File: config.mk
export PLATFORM = sky130hd
export DESIGN_NAME = cartridge_bank_mapper_irq
export DESIGN_NICKNAME = d
export VERILOG_FILES = /design/src/rtl/core/cbm_pkg.sv /design/src/rtl/core/cbm_ram.sv /design/src/rtl/core/cartridge_bank_mapper_irq.sv
export SDC_FILE = /design/constraint.sdc
export NUM_CORES = 1
export LEC_CHECK = 0
export BUFFER_PORTS_ARGS = -buffer_cell sky130_fd_sc_hd__buf_4
export CORE_MARGIN = 2
export CORE_UTILIZATION = 50
export CTS_CLUSTER_SIZE = 30
export DETAILED_ROUTE_END_ITERATION = 10
export PLACE_DENSITY_LB_ADDON = 0.1
export SLEW_MARGIN = 40
export SYNTH_ARGS = -nofsm -noshare
export SYNTH_HDL_FRONTEND = slang
export SYNTH_SLANG_ARGS = --single-unit
File: constraint.sdc
create_clock -name clk -period 3.59 [get_ports clk]
set_input_delay 0.718 -clock clk [delete_from_list [all_inputs] [get_ports clk]]
set_output_delay 0.718 -clock clk [all_outputs]
set_load 0.02 [all_outputs]
File: src/rtl/core/cbm_pkg.sv
// Package for the cartridge bank mapper: transaction structs, kind and region codes
// and the reset contents of the bank register table.
// No dependencies.
`default_nettype none

package cbm_pkg;

    localparam int BANK_DEPTH = 16;
    localparam int BANK_AW    = 4;

    typedef enum logic [1:0] {
        KIND_CPU_WRITE = 2'd0,
        KIND_SCANLINE  = 2'd1,
        KIND_CPU_XLATE = 2'd2,
        KIND_PAT_XLATE = 2'd3
    } kind_t;

    typedef enum logic [1:0] {
        REGION_PRG  = 2'd0,
        REGION_CHR  = 2'd1,
        REGION_WRAM = 2'd2,
        REGION_NONE = 2'd3
    } region_t;

    localparam logic [1:0] CFG_PRG_MASK    = 2'd0;
    localparam logic [1:0] CFG_CHR_MASK    = 2'd1;
    localparam logic [1:0] CFG_RAM_PRESENT = 2'd2;

    localparam int SEL_CHR_1K   = 5;
    localparam int SEL_PRG_SWAP = 6;
    localparam int SEL_CHR_A12  = 7;

    typedef struct packed {
        logic [1:0]  kind;
        logic [15:0] address;
        logic [7:0]  data_value;
        logic [1:0]  tick_steps;
    } in_item_t;

    typedef struct packed {
        logic [1:0]  region;
        logic [20:0] mapped_offset;
        logic        mirror_horizontal;
        logic        irq_line;
    } out_item_t;

    function automatic logic [7:0] bank_reset(input logic [BANK_AW-1:0] idx);
        logic [7:0] v;
        case (idx)
            4'd1:    v = 8'd2;
            4'd2:    v = 8'd4;
            4'd3:    v = 8'd5;
            4'd4:    v = 8'd6;
            4'd5:    v = 8'd7;
            4'd7:    v = 8'd1;
            4'd15:   v = 8'd2;
            default: v = 8'd0;
        endcase
        return v;
    endfunction

endpackage

`default_nettype wire

File: src/rtl/core/cbm_ram.sv
// Generic single-clock RAM with one write port and one registered read port.
// No dependencies.
`default_nettype none

module cbm_ram #(
    parameter int WIDTH = 8,
    parameter int DEPTH = 16
) (
    input  wire logic                     clk,
    input  wire logic                     we,
    input  wire logic [$clog2(DEPTH)-1:0] waddr,
    input  wire logic [WIDTH-1:0]         wdata,
    input  wire logic                     re,
    input  wire logic [$clog2(DEPTH)-1:0] raddr,
    output logic      [WIDTH-1:0]         rdata
);

    logic [WIDTH-1:0] mem [DEPTH];

    always_ff @(posedge clk)
    begin
        if (we)
        begin
            mem[waddr] <= wdata;
        end
        if (re)
        begin
            rdata <= mem[raddr];
        end
    end

endmodule

`default_nettype wire

File: src/rtl/core/cartridge_bank_mapper_irq.sv
// A result passes the bank table read, registered together with the s1 stage register,
// and then the output register before it is presented; a stalled output holds it longer.
// Throughput: one transaction per cycle unless stalled, set by the single bank RAM read.
// The bank table lives in a 16 x 8 RAM with a registered read port.
// Reset is asynchronous and active low; sixteen valid flags make unwritten bank
// entries read as their reset values, so no clearing pass is needed.
`default_nettype none

module cartridge_bank_mapper_irq
    import cbm_pkg::*;
(
    input  wire logic      clk,
    input  wire logic      rst_n,
    input  wire logic      in_valid,
    output logic           in_ready,
    input  wire in_item_t  in_item,
    output logic           out_valid,
    input  wire logic      out_ready,
    output out_item_t      out_item,
    input  wire logic      cfg_we,
    input  wire logic [1:0] cfg_index,
    input  wire logic [7:0] cfg_data
);

    typedef struct packed {
        logic [1:0]         region;
        logic               use_mask;
        logic               two_k;
        logic               lsb;
        logic [12:0]        low;
        logic               mirror;
        logic               irq;
        logic               hit;
        logic [BANK_AW-1:0] raddr;
    } stage_t;

    logic [7:0] prg_mask_reg;
    logic [7:0] chr_mask_reg;
    logic       ram_present_reg;

    logic [7:0] bank_select_reg, bank_select_next;
    logic       mirror_reg, mirror_next;
    logic [7:0] latch_reg, latch_next;
    logic [7:0] count_reg, count_next;
    logic       enable_reg, enable_next;
    logic       pending_reg, pending_next;

    logic [BANK_DEPTH-1:0] vld_reg;

    logic       s1_vld_reg;
    stage_t     s1_reg, s1_next;
    logic       out_vld_reg;
    out_item_t  out_reg, out_next;

    logic               in_accept;
    logic               s1_move;
    logic               bank_we;
    logic [BANK_AW-1:0] bank_waddr;
    logic [BANK_AW-1:0] bank_raddr;
    logic [7:0]         bank_rdata;

    logic [7:0] cnt_a;
    logic       pend_a;
    logic [2:0] chr_slot;
    logic [1:0] prg_slot;
    logic [7:0] raw_bank;
    logic [7:0] prg_bank;
    logic [7:0] chr_bank;

    assign s1_move   = s1_vld_reg && (!out_vld_reg || out_ready);
    assign in_ready  = !s1_vld_reg || s1_move;
    assign in_accept = in_valid && in_ready;
    assign out_valid = out_vld_reg;
    assign out_item  = out_reg;

    always_comb
    begin
        bank_select_next = bank_select_reg;
        mirror_next      = mirror_reg;
        latch_next       = latch_reg;
        count_next       = count_reg;
        enable_next      = enable_reg;
        pending_next     = pending_reg;
        bank_we          = 1'b0;
        bank_waddr       = bank_select_reg[3:0];
        bank_raddr       = '0;
        cnt_a            = count_reg;
        pend_a           = pending_reg;
        prg_slot         = in_item.address[14:13];
        chr_slot         = in_item.address[12:10] ^ {bank_select_reg[SEL_CHR_A12], 2'b00};

        s1_next          = '0;
        s1_next.region   = REGION_NONE;

        case (kind_t'(in_item.kind))
            KIND_CPU_WRITE:
            begin
                if (in_item.address[15])
                begin
                    case (in_item.address[14:13])
                        2'd0:
                        begin
                            if (in_item.address[0])
                            begin
                                bank_we = (bank_select_reg[3:0] <= 4'd9)
                                    || (bank_select_reg[3:0] == 4'd15);
                            end
                            else
                            begin
                                bank_select_next = in_item.data_value;
                            end
                        end
                        2'd1:
                        begin
                            if (!in_item.address[0])
                            begin
                                mirror_next = in_item.data_value[0];
                            end
                        end
                        2'd2:
                        begin
                            if (in_item.address[0])
                            begin
                                count_next = '0;
                            end
                            else
                            begin
                                latch_next = in_item.data_value;
                            end
                        end
                        default:
                        begin
                            if (in_item.address[0])
                            begin
                                enable_next = 1'b1;
                            end
                            else
                            begin
                                enable_next  = 1'b0;
                                pending_next = 1'b0;
                            end
                        end
                    endcase
                end
            end
            KIND_SCANLINE:
            begin
                if (in_item.tick_steps != 2'd0)
                begin
                    if (count_reg == 8'd0)
                    begin
                        cnt_a = latch_reg;
                    end
                    else
                    begin
                        cnt_a = count_reg - 8'd1;
                        if (cnt_a == 8'd0 && enable_reg)
                        begin
                            pend_a = 1'b1;
                        end
                    end
                end
                count_next   = cnt_a;
                pending_next = pend_a;
                if (in_item.tick_steps[1])
                begin
                    if (cnt_a == 8'd0)
                    begin
                        count_next = latch_reg;
                    end
                    else
                    begin
                        count_next = cnt_a - 8'd1;
                        if (count_next == 8'd0 && enable_reg)
                        begin
                            pending_next = 1'b1;
                        end
                    end
                end
            end
            KIND_CPU_XLATE:
            begin
                s1_next.low = in_item.address[12:0];
                if (in_item.address[15])
                begin
                    s1_next.region = REGION_PRG;
                    case (prg_slot)
                        2'd3:    s1_next.use_mask = 1'b1;
                        2'd1:    bank_raddr = 4'd7;
                        default:
                        begin
                            if ((prg_slot == 2'd0) == bank_select_reg[SEL_PRG_SWAP])
                            begin
                                bank_raddr = 4'd15;
                            end
                            else
                            begin
                                bank_raddr = 4'd6;
                            end
                        end
                    endcase
                end
                else if (in_item.address[14:13] == 2'b11 && ram_present_reg)
                begin
                    s1_next.region = REGION_WRAM;
                end
            end
            default:
            begin
                s1_next.region = REGION_CHR;
                s1_next.low    = {3'b000, in_item.address[9:0]};
                if (chr_slot[2])
                begin
                    bank_raddr = {1'b0, chr_slot} - 4'd2;
                end
                else if (bank_select_reg[SEL_CHR_1K])
                begin
                    case (chr_slot[1:0])
                        2'd0:    bank_raddr = 4'd0;
                        2'd1:    bank_raddr = 4'd8;
                        2'd2:    bank_raddr = 4'd1;
                        default: bank_raddr = 4'd9;
                    endcase
                end
                else
                begin
                    bank_raddr    = {2'b00, chr_slot[2:1]};
                    s1_next.two_k = 1'b1;
                    s1_next.lsb   = chr_slot[0];
                end
            end
        endcase

        s1_next.mirror = mirror_next;
        s1_next.irq    = pending_next;
        s1_next.hit    = vld_reg[bank_raddr];
        s1_next.raddr  = bank_raddr;
    end

    cbm_ram #(
        .WIDTH (8),
        .DEPTH (BANK_DEPTH)
    ) u_bank_ram (
        .clk   (clk),
        .we    (in_accept && bank_we),
        .waddr (bank_waddr),
        .wdata (in_item.data_value),
        .re    (in_accept),
        .raddr (bank_raddr),
        .rdata (bank_rdata)
    );

    always_comb
    begin
        raw_bank = s1_reg.hit ? bank_rdata : bank_reset(s1_reg.raddr);
        prg_bank = (s1_reg.use_mask ? prg_mask_reg : raw_bank) & prg_mask_reg;
        chr_bank = (s1_reg.two_k ? {raw_bank[7:1], s1_reg.lsb} : raw_bank) & chr_mask_reg;

        out_next                   = '0;
        out_next.region            = s1_reg.region;
        out_next.mirror_horizontal = s1_reg.mirror;
        out_next.irq_line          = s1_reg.irq;
        case (region_t'(s1_reg.region))
            REGION_PRG:  out_next.mapped_offset = {prg_bank, s1_reg.low};
            REGION_CHR:  out_next.mapped_offset = {3'b000, chr_bank, s1_reg.low[9:0]};
            REGION_WRAM: out_next.mapped_offset = {8'd0, s1_reg.low};
            default:     out_next.mapped_offset = '0;
        endcase
    end

    always_ff @(posedge clk or negedge rst_n)
    begin
        if (!rst_n)
        begin
            prg_mask_reg    <= 8'hFF;
            chr_mask_reg    <= 8'hFF;
            ram_present_reg <= 1'b0;
            bank_select_reg <= '0;
            mirror_reg      <= 1'b0;
            latch_reg       <= '0;
            count_reg       <= '0;
            enable_reg      <= 1'b0;
            pending_reg     <= 1'b0;
            vld_reg         <= '0;
            s1_vld_reg      <= 1'b0;
            out_vld_reg     <= 1'b0;
        end
        else
        begin
            if (cfg_we)
            begin
                case (cfg_index)
                    CFG_PRG_MASK:    prg_mask_reg    <= cfg_data;
                    CFG_CHR_MASK:    chr_mask_reg    <= cfg_data;
                    CFG_RAM_PRESENT: ram_present_reg <= cfg_data[0];
                    default:         ;
                endcase
            end
            if (in_accept)
            begin
                bank_select_reg <= bank_select_next;
                mirror_reg      <= mirror_next;
                latch_reg       <= latch_next;
                count_reg       <= count_next;
                enable_reg      <= enable_next;
                pending_reg     <= pending_next;
                if (bank_we)
                begin
                    vld_reg[bank_waddr] <= 1'b1;
                end
            end
            if (in_accept)
            begin
                s1_vld_reg <= 1'b1;
            end
            else if (s1_move)
            begin
                s1_vld_reg <= 1'b0;
            end
            if (s1_move)
            begin
                out_vld_reg <= 1'b1;
            end
            else if (out_ready)
            begin
                out_vld_reg <= 1'b0;
            end
        end
    end

    always_ff @(posedge clk)
    begin
        if (in_accept)
        begin
            s1_reg <= s1_next;
        end
        if (s1_move)
        begin
            out_reg <= out_next;
        end
    end

`ifndef ASSERT_OFF
    a_pending_needs_enable: assert property (@(posedge clk) disable iff (!rst_n)
        pending_reg |-> enable_reg)
        else $error("Interrupt pending while the interrupt is disabled.");

    a_no_read_while_stalled: assert property (@(posedge clk) disable iff (!rst_n)
        (s1_vld_reg && !s1_move) |-> !in_accept)
        else $error("Bank table read issued while its data was still held.");

    a_write_marks_valid: assert property (@(posedge clk) disable iff (!rst_n)
        (in_accept && bank_we) |=> vld_reg[$past(bank_waddr)])
        else $error("Bank table entry written but not marked valid.");
`endif

endmodule

`default_nettype wire
After elaboration in Yosys (flattened, before gate mapping)

Memories as Yosys holds them, arrays and structs flattened. A register that Yosys moved wholly into a read port is not among the register bits.
Index checks and enable logic that the tools add are counted.

Output and inout port bits: 27
Memory bits (writable): 128
Memories kept: 1
Register bits after elaboration: 112
Logic and storage cells: 157

Reduce and logical (&&, ||, !) cells: 39
$add $sub $neg: 3
$lt $le $gt $ge: 4
Eq/ne operators: 23
Multiplexer cells: 56
Bitwise logic cells: 6

Memory list:

| name           | depth | bits a word | read ports | clocked after Yosys merged registers in | wr ports | line          | RTL |
|---|---|---|---|---|---|---|---|
| u_bank_ram.mem | 16    | 8           | 1          | 1                                       | 1        | cbm_ram.sv:18 | `logic [WIDTH-1:0] mem [DEPTH];` |

Operators by type and width:

| cell                                                       | number |
|---|---|
| 2-to-1 mux 8 bit                                           | 10 |
| case mux 21 bit (3 select lines)                           | 1 |
| zero test 8 bit                                            | 4 |
| 2-to-1 mux 1 bit                                           | 29 |
| case mux 13 bit (2 select lines)                           | 1 |
| case mux 3 bit (6 select lines)                            | 1 |
| AND 8 bit                                                  | 2 |
| 2-to-1 mux 4 bit                                           | 4 |
| bitwise OR 16 bit                                          | 1 |
| case mux 4 bit (2 select lines)                            | 2 |
| case mux 8 bit (2 select lines)                            | 1 |
| subtractor 8 x 1 -> 8 bit, second input constant           | 2 |
| AND reduction 5 bit                                        | 3 |
| == test 2 bit, second input constant                       | 6 |
| == test 4 x 3 -> 1 bit, second input constant              | 3 |
| case mux 4 bit (3 select lines)                            | 1 |
| == test 2 x 1 -> 1 bit, second input constant              | 5 |
| zero test 2 bit                                            | 5 |
| less-than comparator 4 x 5 -> 1 bit, second input constant | 2 |
| AND reduction 2 bit                                        | 5 |
| == test 4 x 2 -> 1 bit, second input constant              | 2 |
| == test 4 bit, second input constant                       | 2 |
| nonzero test 2 bit                                         | 4 |
| logical AND 1 bit                                          | 7 |
| 21 further kinds                                           | 28 |

Depth between registers and ports, before layout

Gate-level depths: netlist of the first run.

Depth in word-level cells: 11
Gate-level depth with buffers: 14
Gate-level depth less buffers: 13

Cells and area by module

A second synthesis of the first run with hierarchy kept.

Cell total of the unflattened synthesis: 710
Area, all modules: 10915.5 µm²

Modules (own cells, without submodules):

| module                    | sequential area each (µm²) | times used | cells each | area an instance (µm²) |
|---|---|---|---|---|
| cartridge_bank_mapper_irq | 3047.9                     | 1          | 481        | 5688.0 |
| cbm_ram                   | 4083.9                     | 1          | 229        | 5227.5 |

Worst setup path after synthesis of the first run

No wires, ideal clock.

Kind: input to register
Start point: input port out_ready
End point: memory u_bank_ram.mem[8][0] (enable)
Stages: 7
Setup time: 0.397 ns
Path buffers: 0
Data arrival time: 3.289 ns
Data required time: 3.193 ns
Path slack: -0.096 ns
Cell sequence: nand3b_1 -> nand2_1 -> inv_1 -> nand3_1 -> nor3_1 -> nand3_1 -> nor4_1

Cells in the longest elaborated chain, start to end: 7

Ends and longest elaborated chain:

| item                                   | line                             | RTL |
|---|---|---|
| from (decl)                            | cartridge_bank_mapper_irq.sv:18  | `input wire logic out_ready,` |
| logical OR 1 bit                       | cartridge_bank_mapper_irq.sv:70  | `assign s1_move = s1_vld_reg && (!out_vld_reg \|\| out_ready);` |
| logical AND 1 bit                      | cartridge_bank_mapper_irq.sv:70  |  |
| logical OR 1 bit                       | cartridge_bank_mapper_irq.sv:71  | `assign in_ready = !s1_vld_reg \|\| s1_move;` |
| logical AND 1 bit                      | cartridge_bank_mapper_irq.sv:72  | `assign in_accept = in_valid && in_ready;` |
| via in_accept                          | cartridge_bank_mapper_irq.sv:55  | `logic in_accept;` |
| logical AND 1 bit                      | cartridge_bank_mapper_irq.sv:245 | `.we (in_accept && bank_we),` |
| 2-to-1 mux 1 bit                       | cbm_ram.sv:22                    | `if (we)` |
| 2-to-1 mux 1 bit (not written as such) | cbm_ram.sv:24                    | `mem[waddr] <= wdata;` |
| to (decl)                              | cbm_ram.sv:18                    |  |

The timed path passes the listed nets, and every way through them passes these cells.

Worst setup path after layout of the first run

Start point: register count_reg[1]
End point: register count_reg[7]

Cells in the longest elaborated chain, start to end: 8

Ends and longest elaborated chain:

| item                                                         | line                                                               | RTL |
|---|---|---|
| from (decl)                                                  | cartridge_bank_mapper_irq.sv:44                                    | `logic [7:0] count_reg, count_next;` |
| from (signal assigned)                                       | cartridge_bank_mapper_irq.sv:304                                   | `count_reg <= count_next;` |
| subtractor 8 x 1 -> 8 bit or zero test 8 bit (tied branches) | cartridge_bank_mapper_irq.sv:156, cartridge_bank_mapper_irq.sv:150 |  |
| 2-to-1 mux 8 bit                                             | cartridge_bank_mapper_irq.sv:150                                   | `if (count_reg == 8'd0)` |
| 2-to-1 mux 8 bit (*)                                         | cartridge_bank_mapper_irq.sv:148                                   | `if (in_item.tick_steps != 2'd0)` |
| 2-to-1 mux 8 bit (*)                                         | cartridge_bank_mapper_irq.sv:95                                    | `case (kind_t'(in_item.kind))` |
| subtractor 8 x 1 -> 8 bit or zero test 8 bit (tied branches) | cartridge_bank_mapper_irq.sv:173, cartridge_bank_mapper_irq.sv:167 |  |
| 2-to-1 mux 8 bit                                             | cartridge_bank_mapper_irq.sv:167                                   | `if (cnt_a == 8'd0)` |
| 2-to-1 mux 8 bit (*)                                         | cartridge_bank_mapper_irq.sv:165                                   | `if (in_item.tick_steps[1])` |
| case mux 8 bit (2 select lines) (*)                          | cartridge_bank_mapper_irq.sv:95                                    |  |

Every way passes the cells marked *; elsewhere a longest branch is shown, timed or not. The select of a mux whose other input is x is not followed.
A chain may end at the register's enable or synchronous reset.

==> run metrics, run 1 <==
run status=completed; Seq cells post-synth=247; Async S/R FF share, synth=24.7%; ANT cells=0; Fmax=299 MHz; R2R Path Start=count_reg[1]$_DFFE_PN0P_; initial antenna violation count=0; Final Util=61.1%; core footprint=0.0212 mm2; Via Count=6,624; Comb pwr share=20.9%; number of flip-flops in the largest register=128; CP max FO=7; drt first pass iters=5; share of the synthesized area in the top cell type=51.6%; fin. max-slew vios=0; Setup Skew=0.0236 ns; fillers=1,604; post-synthesis adder-cell area fraction=1.04%; P_sw=2170 uW; Longest Clk Path Bufs=3; Synth Flop Type=edfxtp_1; Syn-to-layout area delta=19.3%; Rows=53; Sw Ratio=27.9%; HPWL after DPL=16.8 mm; Clock Root Buffer=clkbuf_16; Initial DRC Count=365; worst setup path startpoint=count_reg[1]$_DFFE_PN0P_; die area=0.0229 mm2; CTS tree=done; initial core utilization=51.2%; RSZ-0062 raised after global routing=false; Finished Layout Cells=1,196; largest net degree at the start of global routing=62; Final Cycle Share=93.2%; CP endpoint kind=flop; DIE WIDTH=151 um; r2r setup slk=0.24 ns; Post-Syn Area=0.0108 mm2; Synth Instances=760; startpoint types=flop; first-pass GRT wire length=38.4 mm; drt drc=0; Finish-stage setup viols=0; XOR/XNOR Fraction of Synth Area=0.485%; Clock Sinks=247; worst-skew pair later-pin latency=0.54 ns; slew of the pin with the lowest slew margin=0.725 ns; Placed Instances=1,146; Clock Power Share=34.4%; total global routing overflow=0; WP data required=4.00 ns; Yosys top cell by area=edfxtp_1; total track usage=22.2%; share of cells above drive strength 1=27.8%; combined area of the multi-input logic cells=0.00366 mm2; CTS Buf Count=27; Final min period=3.35 ns; maximum vdd drop=467 uV; CP arrival=3.76 ns; complex-gate fraction of the synthesized area=6.65%; worst setup path end=count_reg[7]$_DFFE_PN0P_; Final ANT Viol Nets=0; Worst Path Class, Setup=reg -> reg; vias in the first global route=6,878; mux contribution to synthesized area=12.7%; Seq pwr share=44.6%; Post-Synth Simple-Gate Area=11.0%; Internal Pwr Total=5610 uW; vias per cell=5.54; die height=151 um; Final nets=952; Routed WL per cell=20.6 um; hold_buf cts=0; Yosys cell types=69; R2R cell count=12; HP Class=in -> async; most common cell in the synthesized netlist=edfxtp_1; Routed Wire Length=24.6 mm; IO Port Bufs=69; Ports=70; Reg clk slew, reported paths=0.06 ns; PwrDens=602 mW/mm2; routability congestion estimate=0.839; count of final hold-check violations=0; combinational family with the most area after synthesis=multiplexers; Slew HR=51.5%; register area=0.00713 mm2; Post-synth EDFFs=186; static leakage=0.00492 uW; Commonest cells post-synth=186 x edfxtp_1, 59 x mux2i_1, 52 x mux2_2, 52 x nand2_1, 45 x dfrtp_1; Seq/Total Area, Yosys=65.8%; Yosys warning count=0; max cap viols=0; reg-to-reg endpoint=count_reg[7]$_DFFE_PN0P_; H-Tree Depth=1; Area contributors post-synth=edfxtp_1 52%, dfrtp_1 10%, mux2i_1 5.5%; Avg Inst Size Synth=14.3 um2
==> how the worst min path moves through the flow <==
stage,endpoint,slack (ns),cells past startpoint
finish,ram_present_reg$_DFFE_PN0P_,0.17,1
global route,vld_reg[8]$_DFFE_PN0P_,0.20,1
floorplan,out_item[0]$_DFFE_PP_,0.40,0
CTS,vld_reg[9]$_DFFE_PN0P_,0.28,1
global placement,vld_reg[11]$_DFFE_PN0P_,0.36,0
detailed placement,vld_reg[10]$_DFFE_PN0P_,0.36,0
==> worst max-delay path: stages (launching register included) <==
cell      delay (ns)
dfrtp_1         0.47
inv_1           0.14
ha_2            0.25
or3b_2          0.55
o211ai_1        0.20
o311a_1         0.22
inv_1           0.07
ha_1            0.24
a21boi_2        0.18
nand3_2         0.15
mux2_2          0.35
a21o_1          0.18
a32o_1          0.24
==> cell type report <==
cell class / count / area share [%]
tap: 275 / 2.66
timing repair buffer: 107 / 6.44
clock inverter: 6 / 0.581
sequential: 247 / 55.2
clock buffer: 44 / 6.19
multi-input combinational: 497 / 28.3
inverter: 20 / 0.610
==> routing by layer <==
layer	vias to the layer above	wire [um]	global-route usage (%)
met5	-	0	0
met4	0	644	6.54
met3	46	1360	3.25
met2	170	12200	38.1
met1	3280	10400	29.4
li1	3128	-	-
==> cell families (layout without fill, tap and decap cells) <==
family | count (synthesis) | after routing
flops | 247 | 247
simple gates | 215 | 215
mux | 120 | 120
compound gates | 107 | 107
buf+inv | 55 | 177
fa+ha+maj | 9 | 9
xor+xnor | 6 | 6
other cells | 1 | 40
==> timing repair <==
action | in CTS | in global routing
hold endpoints to repair | 0 | 0
resized for setup | 1 | 6
buffers inserted | 0 | 0
setup endpoints to repair | 3 | 7
gates cloned | 0 | 0
pin swaps | 0 | 0
==> per-stage QoR <==
stage / setup slack (ns) / setup TNS (ns) / total power (uW) / instance area (um2) / hold WS (ns)
final: 0.243 / 0 / 7780 / 12900 / 0.174
after global routing: 0.0272 / 0 / 8130 / 12900 / 0.200
after CTS: 0.0140 / 0 / 7810 / 12900 / 0.281
after detailed placement: -0.0442 / -0.0442 / 5120 / 12000 / 0.365
after global placement: 0.0591 / 0 / 5100 / 12000 / 0.362
after floorplan: 0.110 / 0 / 4570 / 11000 / 0.400
==> power by group through the flow <==
| stage | Combinational [uW] | Clock, uW | Sequential (uW) |
|---|---|---|---|
| after floorplan | 1060 | 0 | 3510 |
| after global placement | 1570 | 0 | 3530 |
| after detailed placement | 1590 | 0 | 3530 |
| after CTS | 1610 | 2730 | 3480 |
| after global routing | 1780 | 2850 | 3500 |
| final | 1630 | 2680 | 3470 |
==> placed cells by master (no fill, tap or decap), drive strengths merged, types with 4 or more instances in the layout <==
| cell type | synthesis | final |
|---|---|---|
| a21oi | 18 | 18 |
| a31oi | 13 | 13 |
| and2 | 20 | 20 |
| buf | 14 | 107 |
| clkbuf | 21 | 44 |
| conb | 1 | 40 |
| dfrtp | 45 | 45 |
| dfstp | 16 | 16 |
| edfxtp | 186 | 186 |
| ha | 9 | 9 |
| inv | 20 | 22 |
| mux2 | 52 | 52 |
| mux2i | 59 | 59 |
| mux4 | 9 | 9 |
| nand2 | 52 | 52 |
| nand2b | 9 | 9 |
| nand3 | 19 | 19 |
| nand3b | 6 | 6 |
| nand4 | 7 | 7 |
| nor2 | 34 | 34 |
| nor2b | 16 | 16 |
| nor3 | 12 | 12 |
| nor3b | 4 | 4 |
| nor4 | 6 | 6 |
| nor4b | 4 | 4 |
| o211ai | 22 | 22 |
| o21ai | 21 | 21 |
| o31ai | 4 | 4 |
| or2 | 12 | 12 |
(Power assumes the default switching activity.)
==> inputs of run 2 (changes only) <==
--- a/config.mk
+++ b/config.mk
@@ -11,6 +11,7 @@
 export CTS_CLUSTER_SIZE = 30
 export DETAILED_ROUTE_END_ITERATION = 10
 export PLACE_DENSITY_LB_ADDON = 0.1
+export REMOVE_ABC_BUFFERS = 1
 export SLEW_MARGIN = 40
 export SYNTH_ARGS = -nofsm -noshare
 export SYNTH_HDL_FRONTEND = slang
==> run 2 against run 1 <==
Compared with the run above:
- utilization down 0.57 points
- sequential cell count did not move
- maximum frequency is 0.23% higher
- power down 2.3%
- non-clock buffer count fell by 8
- routed wire length shrank 5.7%
- sequential power increased by 1%
- sequential share of layout area grew 0.52 points
- first-iteration DRC count rose by 26%
- worst hold slack lost 0.0010 ns
- critical path type unchanged
- highest routed layer unchanged
==> run metrics, run 2 (synthesis results as in run 1) <==
Final nets=943; CP Buf/Inv Count=2; Setup Total Neg Slack=0 ns; Setup Skew=0.0205 ns; Worst Path Class, Setup=reg -> reg; IO Port Bufs=69; first-pass GRT wire length=36.3 mm; slew of the pin with the lowest slew margin=0.747 ns; drt first pass iters=5; Final ANT Viol Nets=0; Slew HR=49.9%; Longest Clk Path Bufs=3; maximum vdd drop=303 uV; Routed Wire Length=23.2 mm; share of cells above drive strength 1=25.9%; vias in the first global route=6,605; commonest non-fill, non-tap cells in the layout=186 x edfxtp_1, 94 x buf_4, 59 x mux2i_1; fin. max-slew vios=0; CP max stage delay=0.54 ns; CTS tree=done; startpoint types=flop; core footprint=0.0212 mm2; worst-skew pair later-pin latency=0.53 ns; number of flip-flops in the largest register=128; hold_buf cts=0; Ports=70; CP max FO=8; critical path, cell by cell=inv_1, ha_1, or3b_2, nor4_1, a311oi_1, inv_1, ha_1, a21boi_0, nand3_1, nor2_1, nand3_2, o21ai_0, a32o_1; die height=151 um; HP Class=in -> async; run status=completed; initial core utilization=51.2%; CTS Buf Count=26; Clock Root Buffer=clkbuf_16; die area=0.0229 mm2; Finish-stage setup viols=0; total track usage=20.8%; WP data required=4.05 ns; Initial DRC Count=461; PwrDens=594 mW/mm2; routability congestion estimate=0.834; DIE WIDTH=151 um; RSZ-0062 raised after global routing=false; vias per cell=5.55; Slowest-stage cell, CP=or3b_2; Placed Instances=1,138; Routed WL per cell=19.6 um; post_cts resized=0; commonest non-fill, non-tap cell in the layout=edfxtp_1; static leakage=0.00486 uW; ANT cells=0; Setup Buffers After CTS=0; pre-CTS WS=0.238 ns; CP endpoint kind=flop; Clock Sinks=247; count of final hold-check violations=0; CP delay by family, top=simple AND/OR/NAND/NOR gates; Via Count=6,587; max cap viols=0; Fmax=299 MHz; Rows=53; initial antenna violation count=0; H-Tree Depth=1; HPWL after DPL=15.5 mm; Reg clk slew, reported paths=0.07 ns; Syn-to-layout area delta=18.1%; Final min period=3.34 ns; drt drc=0; CP arrival=3.80 ns; Finished Layout Cells=1,186; fillers=1,640; fin worst setup slack=0.250 ns; largest net degree at the start of global routing=62; Final Cycle Share=93.0%; total global routing overflow=0
==> run 2: routing by layer <==
layer / part of all wire, % / GRT usage, %
met1: 46 / 30.0
met4: 2.0 / 5.28
met2: 47 / 33.9
met5: 0 / 0
met3: 4.7 / 2.62
==> run 2: cell type report <==
cell class / instances / area (um2) / share of cell area [%]
well taps: 275 / 344 / 2.69
multi-input cells: 497 / 3630 / 28.3
flip-flops and latches: 247 / 7130 / 55.7
inverters: 20 / 75.1 / 0.587
clock inverters: 9 / 104 / 0.811
repair buffers: 99 / 797 / 6.23
clock buffers: 39 / 719 / 5.62
==> run 2: worst paths after layout <==
| path | from | to | slack (ns) | cells after the start |
|---|---|---|---|---|
| max in group asynchronous | rst_n | vld_reg[1]$_DFFE_PN0P_ | 2.98 | 1 |
| max | count_reg[0]$_DFFE_PN0P_ | count_reg[5]$_DFFE_PN0P_ | 0.25 | 13 |
| min reg2reg | vld_reg[14]$_DFFE_PN0P_ | vld_reg[14]$_DFFE_PN0P_ | 0.38 | 0 |
| min | rst_n | vld_reg[12]$_DFFE_PN0P_ | 0.17 | 1 |
| min in group clk | vld_reg[14]$_DFFE_PN0P_ | vld_reg[14]$_DFFE_PN0P_ | 0.38 | 0 |
| max reg2reg | count_reg[0]$_DFFE_PN0P_ | count_reg[5]$_DFFE_PN0P_ | 0.25 | 13 |
==> run 2: per-stage QoR <==
step                      hold slack, ns  instance area (um2)  utilization (%)  power (uW)
final                              0.173                12800             60.5        7610
after global routing               0.213                12800             60.5        7950
after CTS                          0.317                12800             60.5        7640
after detailed placement           0.362                12000             56.6        5070
after global placement             0.360                12000             56.6        5050
after floorplan                    0.349                10800                -        4540
==> run 2: power by group <==
part | internal (uW) | total [uW] | switching [uW] | leakage (uW)
logic | 658 | 1520 | 861 | 0.00194
registers | 3320 | 3520 | 193 | 0.00252
clock network | 1530 | 2570 | 1040 | 0.000393
total | 5510 | 7610 | 2100 | 0.00486
